$ cat config.mk
export PLATFORM = sky130hd
export DESIGN_NAME = prefix_key_block_entry_parser_unit_flat
export DESIGN_NICKNAME = d
export VERILOG_FILES = /design/src/rtl/core/pkbe_pkg.sv /design/src/rtl/core/pkbe_if.sv /design/src/rtl/core/pkbe_parse_core.sv /design/src/rtl/core/prefix_key_block_entry_parser_unit.sv /design/src/flat_wrapper.sv
export SDC_FILE = /design/constraint.sdc
export NUM_CORES = 1
export LEC_CHECK = 0
export BUFFER_PORTS_ARGS = -buffer_cell sky130_fd_sc_hd__buf_2
export CORE_MARGIN = 2
export CORE_UTILIZATION = 34
export CTS_CLUSTER_DIAMETER = 150
export CTS_CLUSTER_SIZE = 25
export DETAILED_ROUTE_END_ITERATION = 16
export PLACE_DENSITY_LB_ADDON = 0.15
export SYNTH_ARGS = -nofsm -noshare
export SYNTH_HDL_FRONTEND = slang
export SYNTH_SLANG_ARGS = --single-unit
$ cat constraint.sdc
create_clock -name i_clk -period 8.4 [get_ports i_clk]
set_input_delay 1.26 -clock i_clk [delete_from_list [all_inputs] [get_ports i_clk]]
set_output_delay 1.26 -clock i_clk [all_outputs]
set_load 0.05 [all_outputs]
$ cat src/rtl/core/pkbe_pkg.sv
// ============================================================================
// pkbe_pkg
// Shared types and constants of the prefix-key block entry parser.
// ============================================================================
package pkbe_pkg;

    // Width of the region length and offset counters.
    localparam int REGION_BITS = 24;

    localparam int BYTE_W    = 8;
    localparam int CFG_W     = 24;
    localparam int LEN_W     = 32;
    localparam int KEY_POS_W = 24;

    // A header holds three lengths, and needs at least one byte for each.
    localparam int MIN_HEADER_BYTES = 3;

    // A varint32 may take at most five bytes.
    localparam logic [2:0] VARINT_LAST_BYTE = 3'd4;
    localparam logic [1:0] VARINT_LAST_IDX  = 2'd2;

    typedef enum logic [1:0] {
        ROLE_HEADER  = 2'd0,
        ROLE_KEY     = 2'd1,
        ROLE_VALUE   = 2'd2,
        ROLE_DISCARD = 2'd3
    } t_role;

    typedef enum logic [2:0] {
        ERR_NONE         = 3'd0,
        ERR_SHORT_HEADER = 3'd1,
        ERR_BAD_VARINT   = 3'd2,
        ERR_PREFIX_LONG  = 3'd3,
        ERR_OVERRUN      = 3'd4
    } t_err;

    typedef enum logic [3:0] {
        PH_HEADER = 4'b0001,
        PH_KEY    = 4'b0010,
        PH_VALUE  = 4'b0100,
        PH_ERROR  = 4'b1000
    } t_phase;

    // One result item as produced by the parser core.
    typedef struct packed {
        t_role                  role;
        logic [BYTE_W-1:0]      data;
        logic [KEY_POS_W-1:0]   key_pos;
        logic [LEN_W-1:0]       shared_len;
        logic [LEN_W-1:0]       delta_len;
        logic [LEN_W-1:0]       value_len;
        logic                   header_done;
        logic                   entry_done;
        logic                   region_done;
        t_err                   err;
    } t_result;

endpackage

$ cat src/rtl/core/pkbe_if.sv
// ============================================================================
// pkbe_if
// Valid/ready channels for the input bytes and the result items.
// ============================================================================
interface pkbe_in_if;
    logic                          valid;
    logic                          ready;
    logic [pkbe_pkg::BYTE_W-1:0]   data_byte;

    modport source (output valid, output data_byte, input ready);
    modport sink   (input valid, input data_byte, output ready);
endinterface

interface pkbe_out_if;
    logic                            valid;
    logic                            ready;
    logic [1:0]                      byte_role;
    logic [pkbe_pkg::BYTE_W-1:0]     data_out;
    logic [pkbe_pkg::KEY_POS_W-1:0]  key_position;
    logic [pkbe_pkg::LEN_W-1:0]      shared_len;
    logic [pkbe_pkg::LEN_W-1:0]      delta_len;
    logic [pkbe_pkg::LEN_W-1:0]      value_len;
    logic                            header_done;
    logic                            entry_done;
    logic                            region_done;
    logic [2:0]                      error_code;

    modport source (
        output valid, output byte_role, output data_out, output key_position,
        output shared_len, output delta_len, output value_len,
        output header_done, output entry_done, output region_done,
        output error_code, input ready
    );
    modport sink (
        input valid, input byte_role, input data_out, input key_position,
        input shared_len, input delta_len, input value_len,
        input header_done, input entry_done, input region_done,
        input error_code, output ready
    );
endinterface

$ cat src/rtl/core/pkbe_parse_core.sv
// ============================================================================
// pkbe_parse_core
// Parser state and the per-byte decode step of the entry region.
// ============================================================================
module pkbe_parse_core (
    input  logic                                i_clk,
    input  logic                                i_rst_n,
    input  logic                                i_step,
    input  logic [pkbe_pkg::BYTE_W-1:0]         i_byte,
    input  logic [pkbe_pkg::REGION_BITS-1:0]    i_region_len,
    output pkbe_pkg::t_result                   o_res
);

    localparam int RB = pkbe_pkg::REGION_BITS;
    localparam int LW = pkbe_pkg::LEN_W;

    logic [RB-1:0]             r_offset, n_offset;
    pkbe_pkg::t_phase          r_phase, n_phase;
    logic [1:0]                r_vidx, n_vidx;
    logic [2:0]                r_vcnt, n_vcnt;
    logic [LW-1:0]             r_acc, n_acc;
    logic [LW-1:0]             r_shared, n_shared;
    logic [LW-1:0]             r_delta, n_delta;
    logic [LW-1:0]             r_value, n_value;
    logic [LW-1:0]             r_prev, n_prev;
    logic [RB-1:0]             r_left, n_left;
    logic [pkbe_pkg::KEY_POS_W-1:0] r_key_pos, n_key_pos;

    logic                      in_region;
    logic                      last;
    logic                      short_hdr;
    logic [RB-1:0]             left_after;
    logic                      hdr_start;
    logic [LW-1:0]             acc_term;
    logic [LW-1:0]             acc_new;
    logic [LW:0]               body_sum;
    logic                      overrun;
    logic [LW:0]               key_sum;
    logic [LW-1:0]             key_len_sat;
    logic                      clear;
    pkbe_pkg::t_err            err;
    pkbe_pkg::t_result         res;

    // Position tests against the region length, one bit wider than the offset.
    assign in_region  = r_offset < i_region_len;
    assign last       = ({1'b0, r_offset} + {{RB{1'b0}}, 1'b1}) == {1'b0, i_region_len};
    assign short_hdr  = {1'b0, i_region_len} <
                        ({1'b0, r_offset} + (RB+1)'(pkbe_pkg::MIN_HEADER_BYTES));
    assign left_after = i_region_len - r_offset - {{(RB-1){1'b0}}, 1'b1};

    // Seven payload bits land at the slot given by the byte count; the fifth byte gives four.
    assign hdr_start = (r_vidx == 2'd0) && (r_vcnt == 3'd0);
    always_comb begin
        case (r_vcnt)
            3'd0:    acc_term = {25'd0, i_byte[6:0]};
            3'd1:    acc_term = {18'd0, i_byte[6:0], 7'd0};
            3'd2:    acc_term = {11'd0, i_byte[6:0], 14'd0};
            3'd3:    acc_term = {4'd0, i_byte[6:0], 21'd0};
            3'd4:    acc_term = {i_byte[3:0], 28'd0};
            default: acc_term = '0;
        endcase
    end
    assign acc_new = (hdr_start ? '0 : r_acc) | acc_term;

    // Overrun test on the final length byte: delta plus value without wrap.
    assign body_sum = {1'b0, r_delta} + {1'b0, acc_new};
    assign overrun  = body_sum > {{(LW+1-RB){1'b0}}, left_after};

    // Rebuilt key length, saturated to 32 bits.
    assign key_sum     = {1'b0, r_shared} + {1'b0, r_delta};
    assign key_len_sat = key_sum[LW] ? '1 : key_sum[LW-1:0];

    always_comb begin
        n_offset  = r_offset;
        n_phase   = r_phase;
        n_vidx    = r_vidx;
        n_vcnt    = r_vcnt;
        n_acc     = r_acc;
        n_shared  = r_shared;
        n_delta   = r_delta;
        n_value   = r_value;
        n_prev    = r_prev;
        n_left    = r_left;
        n_key_pos = r_key_pos;
        err       = pkbe_pkg::ERR_NONE;
        clear     = 1'b0;

        res             = '0;
        res.role        = pkbe_pkg::ROLE_HEADER;
        res.data        = i_byte;
        res.err         = pkbe_pkg::ERR_NONE;

        if (!in_region) begin
            res.role        = pkbe_pkg::ROLE_DISCARD;
            res.region_done = 1'b1;
            clear           = 1'b1;
        end else begin
            case (r_phase)
                pkbe_pkg::PH_ERROR: begin
                    res.role = pkbe_pkg::ROLE_DISCARD;
                end
                pkbe_pkg::PH_KEY: begin
                    res.role    = pkbe_pkg::ROLE_KEY;
                    res.key_pos = r_key_pos;
                    n_key_pos   = r_key_pos + 1'b1;
                    n_left      = r_left - 1'b1;
                    if (r_left == {{(RB-1){1'b0}}, 1'b1}) begin
                        if (r_value != '0) begin
                            n_phase = pkbe_pkg::PH_VALUE;
                            n_left  = r_value[RB-1:0];
                        end else begin
                            res.entry_done = 1'b1;
                            n_phase        = pkbe_pkg::PH_HEADER;
                        end
                    end
                end
                pkbe_pkg::PH_VALUE: begin
                    res.role = pkbe_pkg::ROLE_VALUE;
                    n_left   = r_left - 1'b1;
                    if (r_left == {{(RB-1){1'b0}}, 1'b1}) begin
                        res.entry_done = 1'b1;
                        n_phase        = pkbe_pkg::PH_HEADER;
                    end
                end
                default: begin
                    res.role = pkbe_pkg::ROLE_HEADER;
                    if (hdr_start) begin
                        n_shared = '0;
                        n_delta  = '0;
                        n_value  = '0;
                        n_acc    = '0;
                        if (short_hdr) begin
                            err = pkbe_pkg::ERR_SHORT_HEADER;
                        end
                    end
                    if (err == pkbe_pkg::ERR_NONE) begin
                        n_acc = acc_new;
                        if (i_byte[7]) begin
                            if ((r_vcnt >= pkbe_pkg::VARINT_LAST_BYTE) || last) begin
                                err = pkbe_pkg::ERR_BAD_VARINT;
                            end else begin
                                n_vcnt = r_vcnt + 1'b1;
                            end
                        end else begin
                            n_acc  = '0;
                            n_vcnt = '0;
                            case (r_vidx)
                                2'd0:    n_shared = acc_new;
                                2'd1:    n_delta  = acc_new;
                                default: n_value  = acc_new;
                            endcase
                            if (r_vidx < pkbe_pkg::VARINT_LAST_IDX) begin
                                if (last) begin
                                    err = pkbe_pkg::ERR_BAD_VARINT;
                                end else begin
                                    n_vidx = r_vidx + 1'b1;
                                end
                            end else begin
                                n_vidx = '0;
                                if (overrun) begin
                                    err = pkbe_pkg::ERR_OVERRUN;
                                end else if (r_shared > r_prev) begin
                                    err = pkbe_pkg::ERR_PREFIX_LONG;
                                end else begin
                                    res.header_done = 1'b1;
                                    // The key length is final once the header is.
                                    n_prev = key_len_sat;
                                    if (r_delta != '0) begin
                                        n_phase   = pkbe_pkg::PH_KEY;
                                        n_left    = r_delta[RB-1:0];
                                        n_key_pos = r_shared[pkbe_pkg::KEY_POS_W-1:0];
                                    end else if (acc_new != '0) begin
                                        n_phase = pkbe_pkg::PH_VALUE;
                                        n_left  = acc_new[RB-1:0];
                                    end else begin
                                        res.entry_done = 1'b1;
                                    end
                                end
                            end
                        end
                    end
                    if (err != pkbe_pkg::ERR_NONE) begin
                        n_phase = pkbe_pkg::PH_ERROR;
                    end
                end
            endcase

            res.err = err;
            if (r_phase != pkbe_pkg::PH_ERROR) begin
                res.shared_len = n_shared;
                res.delta_len  = n_delta;
                res.value_len  = n_value;
            end
            n_offset = r_offset + 1'b1;
            if (last) begin
                res.region_done = 1'b1;
                clear           = 1'b1;
            end
        end

        if (clear) begin
            n_offset  = '0;
            n_phase   = pkbe_pkg::PH_HEADER;
            n_vidx    = '0;
            n_vcnt    = '0;
            n_acc     = '0;
            n_shared  = '0;
            n_delta   = '0;
            n_value   = '0;
            n_prev    = '0;
            n_left    = '0;
            n_key_pos = '0;
        end
    end

    assign o_res = res;

    always_ff @(posedge i_clk) begin
        if (!i_rst_n) begin
            r_offset  <= '0;
            r_phase   <= pkbe_pkg::PH_HEADER;
            r_vidx    <= '0;
            r_vcnt    <= '0;
            r_acc     <= '0;
            r_shared  <= '0;
            r_delta   <= '0;
            r_value   <= '0;
            r_prev    <= '0;
            r_left    <= '0;
            r_key_pos <= '0;
        end else if (i_step) begin
            r_offset  <= n_offset;
            r_phase   <= n_phase;
            r_vidx    <= n_vidx;
            r_vcnt    <= n_vcnt;
            r_acc     <= n_acc;
            r_shared  <= n_shared;
            r_delta   <= n_delta;
            r_value   <= n_value;
            r_prev    <= n_prev;
            r_left    <= n_left;
            r_key_pos <= n_key_pos;
        end
    end

endmodule

$ cat src/rtl/core/prefix_key_block_entry_parser_unit.sv
// ============================================================================
// prefix_key_block_entry_parser_unit
// Byte-serial decoder for the entry region of a prefix-compressed key-value
// block.
// ============================================================================
// The unit takes one byte of the entry region per item and returns one result
// item per byte, tagging it as header, key delta, value or discarded, along
// with the lengths of the current entry and the position of key bytes in the
// rebuilt key. It sustains one item per clock cycle while the output is not
// stalled. An accepted item is held in the input register, and the parse step
// then runs as combinational logic into the result register. The parse state
// is updated on the same edge that loads the result register, which sets the
// rate. The output register holds a finished item while the next byte is
// taken, so a stall on the output side lets one more item in before the input
// backs up.
// Write region_length only while no item is in flight; after the last byte of
// the region, or after any byte outside it, the parser returns to its reset
// state and is ready for the next block.
module prefix_key_block_entry_parser_unit (
    input  logic                            i_clk,
    input  logic                            i_rst_n,
    input  logic                            i_cfg_wr_en,
    input  logic [pkbe_pkg::CFG_W-1:0]      i_cfg_wr_data,
    pkbe_in_if.sink                         i_byte_ch,
    pkbe_out_if.source                      o_res_ch
);

    localparam int RB = pkbe_pkg::REGION_BITS;

    // Region length register, kept at the counter width.
    logic [RB-1:0]                  r_region_len;
    logic [RB+pkbe_pkg::CFG_W-1:0]  cfg_ext;

    // Input register stage.
    logic                           r_in_valid;
    logic [pkbe_pkg::BYTE_W-1:0]    r_in_byte;

    // Result register stage.
    logic                           r_out_valid;
    pkbe_pkg::t_result              r_out;

    logic                           step;
    pkbe_pkg::t_result              step_res;

    // The held byte moves into the parser whenever the result register is
    // free or is being emptied in this same cycle.
    assign step            = r_in_valid && (!r_out_valid || o_res_ch.ready);
    assign i_byte_ch.ready = !r_in_valid || step;

    assign cfg_ext = {{RB{1'b0}}, i_cfg_wr_data};

    always_ff @(posedge i_clk) begin
        if (!i_rst_n) begin
            r_region_len <= '0;
        end else if (i_cfg_wr_en) begin
            r_region_len <= cfg_ext[RB-1:0];
        end
    end

    always_ff @(posedge i_clk) begin
        if (!i_rst_n) begin
            r_in_valid <= 1'b0;
        end else if (i_byte_ch.ready) begin
            r_in_valid <= i_byte_ch.valid;
        end
    end

    always_ff @(posedge i_clk) begin
        if (i_byte_ch.ready && i_byte_ch.valid) begin
            r_in_byte <= i_byte_ch.data_byte;
        end
    end

    // The parse step updates its state only on the cycle a byte goes through.
    pkbe_parse_core u_core (
        .i_clk        (i_clk),
        .i_rst_n      (i_rst_n),
        .i_step       (step),
        .i_byte       (r_in_byte),
        .i_region_len (r_region_len),
        .o_res        (step_res)
    );

    always_ff @(posedge i_clk) begin
        if (!i_rst_n) begin
            r_out_valid <= 1'b0;
        end else if (step) begin
            r_out_valid <= 1'b1;
        end else if (o_res_ch.ready) begin
            r_out_valid <= 1'b0;
        end
    end

    always_ff @(posedge i_clk) begin
        if (step) begin
            r_out <= step_res;
        end
    end

    assign o_res_ch.valid        = r_out_valid;
    assign o_res_ch.byte_role    = r_out.role;
    assign o_res_ch.data_out     = r_out.data;
    assign o_res_ch.key_position = r_out.key_pos;
    assign o_res_ch.shared_len   = r_out.shared_len;
    assign o_res_ch.delta_len    = r_out.delta_len;
    assign o_res_ch.value_len    = r_out.value_len;
    assign o_res_ch.header_done  = r_out.header_done;
    assign o_res_ch.entry_done   = r_out.entry_done;
    assign o_res_ch.region_done  = r_out.region_done;
    assign o_res_ch.error_code   = r_out.err;

endmodule

$ cat src/flat_wrapper.sv
// flat-port wrapper written by rule: the top's interface ports become plain ports
module prefix_key_block_entry_parser_unit_flat 
  (i_clk, i_rst_n, i_cfg_wr_en, i_cfg_wr_data, i_byte_ch_valid, i_byte_ch_data_byte, i_byte_ch_ready, o_res_ch_valid, o_res_ch_byte_role, o_res_ch_data_out, o_res_ch_key_position, o_res_ch_shared_len, o_res_ch_delta_len, o_res_ch_value_len, o_res_ch_header_done, o_res_ch_entry_done, o_res_ch_region_done, o_res_ch_error_code, o_res_ch_ready);
  pkbe_in_if i_byte_ch_i ();
  pkbe_out_if o_res_ch_i ();
  input  logic i_clk;
  input  logic i_rst_n;
  input  logic i_cfg_wr_en;
  input  logic [pkbe_pkg::CFG_W-1:0] i_cfg_wr_data;
  input wire logic [$bits(i_byte_ch_i.valid)-1:0] i_byte_ch_valid;
  input wire logic [$bits(i_byte_ch_i.data_byte)-1:0] i_byte_ch_data_byte;
  output wire logic [$bits(i_byte_ch_i.ready)-1:0] i_byte_ch_ready;
  output wire logic [$bits(o_res_ch_i.valid)-1:0] o_res_ch_valid;
  output wire logic [$bits(o_res_ch_i.byte_role)-1:0] o_res_ch_byte_role;
  output wire logic [$bits(o_res_ch_i.data_out)-1:0] o_res_ch_data_out;
  output wire logic [$bits(o_res_ch_i.key_position)-1:0] o_res_ch_key_position;
  output wire logic [$bits(o_res_ch_i.shared_len)-1:0] o_res_ch_shared_len;
  output wire logic [$bits(o_res_ch_i.delta_len)-1:0] o_res_ch_delta_len;
  output wire logic [$bits(o_res_ch_i.value_len)-1:0] o_res_ch_value_len;
  output wire logic [$bits(o_res_ch_i.header_done)-1:0] o_res_ch_header_done;
  output wire logic [$bits(o_res_ch_i.entry_done)-1:0] o_res_ch_entry_done;
  output wire logic [$bits(o_res_ch_i.region_done)-1:0] o_res_ch_region_done;
  output wire logic [$bits(o_res_ch_i.error_code)-1:0] o_res_ch_error_code;
  input wire logic [$bits(o_res_ch_i.ready)-1:0] o_res_ch_ready;
  assign i_byte_ch_i.valid = i_byte_ch_valid;
  assign i_byte_ch_i.data_byte = i_byte_ch_data_byte;
  assign i_byte_ch_ready = i_byte_ch_i.ready;
  assign o_res_ch_valid = o_res_ch_i.valid;
  assign o_res_ch_byte_role = o_res_ch_i.byte_role;
  assign o_res_ch_data_out = o_res_ch_i.data_out;
  assign o_res_ch_key_position = o_res_ch_i.key_position;
  assign o_res_ch_shared_len = o_res_ch_i.shared_len;
  assign o_res_ch_delta_len = o_res_ch_i.delta_len;
  assign o_res_ch_value_len = o_res_ch_i.value_len;
  assign o_res_ch_header_done = o_res_ch_i.header_done;
  assign o_res_ch_entry_done = o_res_ch_i.entry_done;
  assign o_res_ch_region_done = o_res_ch_i.region_done;
  assign o_res_ch_error_code = o_res_ch_i.error_code;
  assign o_res_ch_i.ready = o_res_ch_ready;
  prefix_key_block_entry_parser_unit u_core (.i_clk(i_clk), .i_rst_n(i_rst_n), .i_cfg_wr_en(i_cfg_wr_en), .i_cfg_wr_data(i_cfg_wr_data), .i_byte_ch(i_byte_ch_i), .o_res_ch(o_res_ch_i));
endmodule
# --- Word-level counts from Yosys, hierarchy flattened ---
# Cells that the tools add are included.
word_totals:
  register_bits: 411
  latch_bits: 0
  ramBits: 0
  romBits: 0
  in_bits: 37
  output_inout_bits: 138
  elab_cells: 234
  n_memories: 0
op_classes:
  add_sub_neg: 11
  n_mul: 0
  div_mod_pow: 0
  n_lt_le_gt_ge: 6
  n_eq_ne: 34
  shifts: 0
  mux: 116
  bitwise_logic: 3
  reduce_logical: 39
ops:
  columns: ["operator", "n"]
  rows:
  - ["2-to-1 mux 32 bit", 36]
  - ["2-to-1 mux 24 bit", 21]
  - ["case mux 32 bit (5 select lines)", 1]
  - ["nonzero test 32 bit", 3]
  - ["case mux 24 bit (3 select lines)", 1]
  - ["adder 32 x 32 -> 33 bit", 2]
  - ["2-to-1 mux 3 bit", 18]
  - ["adder 24 x 1 -> 24 bit (second input constant)", 2]
  - ["2-to-1 mux 4 bit", 12]
  - ["case mux 24 bit (2 select lines)", 1]
  - ["subtractor 24 x 1 -> 24 bit (second input constant)", 2]
  - ["greater-than comparator 33 x 24 -> 1 bit", 1]
  - ["greater-than comparator 32 bit", 1]
  - ["bitwise OR 32 bit", 1]
  - ["adder 24 x 1 -> 25 bit (second input constant)", 1]
  - ["adder 24 x 2 -> 25 bit (second input constant)", 1]
  - ["== test 25 x 24 -> 1 bit", 1]
  - ["< comparator 24 x 25 -> 1 bit", 1]
  - ["== test 24 x 1 -> 1 bit (second input constant)", 1]
  - ["< comparator 24 bit", 1]
  - ["subtractor 24 bit", 1]
  - ["AND reduction 9 bit", 2]
  - ["2-to-1 mux 2 bit", 8]
  - ["2-to-1 mux 1 bit", 15]
  - ["other kinds (46)", 75]

# --- Longest topological paths before layout ---
depth:
  ltp_word: 18
  ltp_mapped: 31
  depth_no_buf: 27

# --- Cells and area by module ---
# Synthesis repeated with hierarchy kept, for this count alone.
hier_totals:
  cells_unflattened: 3050
  hier_area_um2: 26218.9
by_module_without_submodules:
  columns: ["mod", "instances", "cells_per_inst", "area_each_um2"]
  rows:
  - ["pkbe_parse_core", 1, 2820, 20881.3]
  - ["prefix_key_block_entry_parser_unit", 1, 230, 5337.6]

# --- Least setup slack after synthesis ---
# Ideal clock, no wire load.
synth_path:
  kind: "input-to-reg"
  from: "input o_res_ch_ready"
  to: "register u_core.u_core.r_prev[31]"
  t_arrival_ns: 7.215
  setup_slack_ns: 1.068
  path_stages: 8
  path_cell_list: "nor2b_1 -> nand2b_1 -> inv_1 -> clkbuf_1 -> clkbuf_1 -> a2bb2oi_1 -> and2_1 -> a22o_1"
synth_via:
  elab_chain_cells: 3
synth_rtl:
  columns: ["item", "line_no", "text"]
  rows:
  - ["from (decl)", "flat_wrapper.sv:24", "input wire logic [$bits(o_res_ch_i.ready)-1:0] o_res_ch_ready;"]
  - ["logical OR 1 bit", "prefix_key_block_entry_parser_unit.sv:47", "assign step = r_in_valid && (!r_out_valid || o_res_ch.ready);"]
  - ["logical AND 1 bit", "prefix_key_block_entry_parser_unit.sv:47", null]
  - ["net u_core.step", "prefix_key_block_entry_parser_unit.sv:42", "logic step;"]
  - ["AND reduction 8 bit (no line)", null, null]
  - ["to (signal assigned)", "pkbe_parse_core.sv:240", "r_prev <= n_prev;"]
  - ["to (decl)", "pkbe_parse_core.sv:25", "logic [LW-1:0] r_prev, n_prev;"]
# The timed path passes the listed nets, and every way through them passes these cells.
# A chain may end at the register's enable or synchronous reset.

# --- Final worst setup path ---
layout_path:
  from: "register u_core.u_core.r_vcnt[0]"
  to: "register u_core.u_core.r_key_pos[14] in the netlist's numbering"
layout_via:
  elab_chain_cells: 8
  elab_cells_between_ends: 18
layout_rtl:
  columns: ["item", "line_no", "text"]
  rows:
  - ["from (decl)", "pkbe_parse_core.sv:20", "logic [2:0] r_vcnt, n_vcnt;"]
  - ["from (signal assigned)", "pkbe_parse_core.sv:235", "r_vcnt <= n_vcnt;"]
  - ["parallel branches: the longest is 7 deep, another holds adder 32 x 32 -> 33 bit", null, null]
  - ["AND reduction 9 bit (no line) (*)", null, null]
  - ["to (signal assigned)", "pkbe_parse_core.sv:242", "r_key_pos <= n_key_pos;"]
  - ["to (decl)", "pkbe_parse_core.sv:27", "logic [pkbe_pkg::KEY_POS_W-1:0] r_key_pos, n_key_pos;"]
# Mark *: on every way between the ends. The select of a mux whose other input is x is not followed.

==> reports/summary.txt <==
Syn Inst Count -> 3,052
count leader, synth -> dfxtp_1
fillcell total -> 7,953
CTS clk-pin slew, worst paths -> 110 ps
postcts setup bufs -> 0
vias in the first global route -> 23.6k
DR iter-0 viols -> 2,132
Die ar. -> 80,600 µm²
area of the multi-input gates -> 15,800 µm²
gpl congestion -> 0.920
Critical Path AT -> 7690 ps
n_diodes -> 0
Rows -> 102
H-tree Lvls -> 1
Total Routing Usage GR -> 23.2%
class of the most critical setup path -> flip-flop to flip-flop
share of the synthesized area in the top cell type -> 20.1%
RSZ-0062 raised after global routing -> no
root buffer cell -> clkbuf_16
Min-Delay Path Class -> flip-flop to flip-flop
number of synthesized flops with an enable pin -> 144
post-CTS sizing -> 0
Seq/Total Area, Yosys -> 36.3%
Die X -> 284 µm
Synth area leaders -> dfxtp_1 20%, edfxtp_1 16%, ha_1 9.6%
Static Leak -> 11.3 nW
Synth-to-Final Area Change -> 9.54%
overall routed net length -> 96,400 µm
Core ar. -> 77,500 µm²
Post-synth top cells -> 267 x dfxtp_1, 243 x nor2_1, 223 x a22oi_1
Detail Placement HPWL -> 70,400 µm
Worst Setup Start Kind -> flip-flop
Buf/Inv on CP -> 4
CTS tree -> built
wire per inst -> 23.2 µm
Non-Filler Instances -> 4,158
clock latency on the worst-skew pair -> 600 ps
setup violators final -> 0
max-cap violation count -> 0
ys async rst share -> 0%
status -> finished, final reports clean
first-pass GRT wire length -> 147,000 µm
vias per cell -> 5.72
Initial Utilization -> 34.4%
Post-Synth Adder-Cell Area -> 9.86%
clock sink total -> 411
initial antenna violation count -> 0
CP peak stage delay -> 530 ps
CTS buffer count -> 20
measured slew at the worst slew-check pin -> 1170 ps
dominant synthesized flop cell -> dfxtp_1
clock skew -> 45.6 ps
CP required -> 8850 ps
port bufs -> 174
final hold violation count -> 0
fraction of layout cells with a size suffix above 1 -> 10.2%
Fin Setup TNS -> 0 ps
area occupied by registers -> 9670 µm²
Worst Setup End Kind -> flip-flop
clk buf depth -> 3
crit-path leading delay family -> compound AO/OA/AOI/OAI gates
Slew Viols, Final -> 0
Die Ht -> 284 µm
mux cell area share after synthesis -> 1.71%
Worst VDD drop -> 0.131 mV
CTS hold repair buffers -> 0
PwrDens -> 138 nW/µm²
syn avg cell area -> 8.72 µm²
Max Clock Freq -> 138 MHz
worst-path fanout max -> 31
cell accounting for the most synthesized area -> dfxtp_1
Synth Area in Compound Gates -> 22.9%
Slew HR -> 21.1%
top-level port count -> 175
final core utilization -> 37.6%
largest net degree at the start of global routing -> 205
Synth Area in XOR/XNOR -> 4.97%
final worst path period share -> 86.2%
largest family of logic cells by synthesized area -> compound AO/OA/AOI/OAI gates
ANT nets after route -> 0
total grt overflow -> 0
nets@finish -> 3,349
Tmin final -> 7240 ps
DR pass1 iterations -> 6
# DRC -> 0
Syn. warnings -> 0
via count -> 23.8k
synth unique cells -> 85
placed cells -> 4,122
Syn Nets -> 3,297
Netlist Area Pre-Place -> 26,600 µm²
synthesis-stage register bit count -> 411
Critical Path Slowest Stage Cell -> a22o_1
simple-gate share of the synthesized area -> 19.4%
[final timing paths]
path / start / endpoint / slack (ps) / cells past startpoint
setup reg to reg: u_core.u_core.r_vcnt[0] / u_core.u_core.r_key_pos[14] / 1160 / 27
hold / removal: u_core.u_core.r_prev[26] / u_core.u_core.r_prev[26] / 460 / 2
setup / recovery: u_core.u_core.r_vcnt[0] / u_core.u_core.r_key_pos[14] / 1160 / 27
hold reg to reg: u_core.u_core.r_prev[26] / u_core.u_core.r_prev[26] / 460 / 2
[routing by layer]
metal  GRT usage, %  vias up  wire length [µm]
met5              0        -                 0
met4           8.86        0              3820
met3           2.56      146              5070
met2           39.2      736             45400
met1           30.2    11600             42100
li1               -    11300                 -
[where the power goes]
part | internal, W | switching (W) | total, W
sequential | 0.00210 | 0.0000374 | 0.00213
clock | 0.000476 | 0.000722 | 0.00120
combinational | 0.000202 | 0.000477 | 0.000679
total | 0.00277 | 0.00124 | 0.00401
[worst register-to-register path, stage by stage (launching register included)]
cell and delay, ps:
dfxtp_1 400, inv_1 90, ha_1 280, nor2b_1 170
nand2_1 80, buf_4 320, a22o_1 550, fa_1 340
a211oi_1 110, o21ai_1 220, nor4bb_1 480, nand2b_1 210
a31oi_1 110, xnor2_1 160, ha_1 310, nand4_1 130
nor4_1 470, nand3_1 150, o21a_1 140, a2111oi_0 450
o2111ai_1 210, a2111oi_2 310, buf_4 210, and4_1 430
o31ai_4 250, buf_12 260, o211ai_1 160, o21ai_0 110
[flip-flops by register name, summed over array words and instances, names as in the netlist, 32 cells and up]
register / count
u_core.u_core.r_delta: 32
u_core.o_res_ch.shared_len: 32
u_core.u_core.r_acc: 32
u_core.o_res_ch.value_len: 32
u_core.u_core.r_shared: 32
u_core.u_core.r_value: 32
u_core.u_core.r_prev: 32
u_core.o_res_ch.delta_len: 32
[layout make-up]
class | instances | share of cell area, %
well taps | 1040 | 4.46
multi-input cells | 2314 | 54.0
inverters | 122 | 1.59
clock inverters | 3 | 0.0729
clock buffers | 33 | 1.96
repair buffers | 235 | 4.75
flip-flops and latches | 411 | 33.2
[stage by stage]
step                      hold WS [ps]  setup slack, ps  total power [W]  instance area, µm²
after floorplan                    431             1070          0.00264               26600
after global placement             438             1420          0.00286               28600
after detailed placement           448             1230          0.00286               28600
after CTS                          462             1180          0.00406               29200
after global routing               484              537          0.00417               29200
final                              461             1160          0.00401               29200
[cells by family after synthesis]
family | after synthesis
AO/OA/AOI/OAI | 892
multiplexers | 45
flip-flops | 411
adder cells (fa/ha/maj) | 208
buffers and inverters | 327
AND/OR/NAND/NOR | 1018
XOR/XNOR | 151
[cell usage in the layout (no fill, tap or decap), types with 30 or more instances in the layout]
cell type | Yosys | routed
nand4_1 | 54 | 54
inv_1 | 118 | 117
and2_1 | 41 | 40
dfxtp_1 | 267 | 267
nor2b_1 | 173 | 173
ha_1 | 205 | 205
nand2_1 | 199 | 198
a22oi_1 | 223 | 223
buf_4 | 6 | 57
a21o_1 | 42 | 42
nor4_1 | 36 | 36
nor3_1 | 54 | 54
edfxtp_1 | 144 | 144
o21ai_0 | 117 | 117
a22o_1 | 30 | 30
o211ai_1 | 51 | 51
a21oi_1 | 168 | 168
mux2i_1 | 42 | 42
o21a_1 | 43 | 43
buf_2 | 19 | 173
xor2_1 | 65 | 65
nor2_1 | 243 | 238
xnor2_1 | 86 | 86
nand3_1 | 93 | 93
Power figures use the tool's default switching activity.
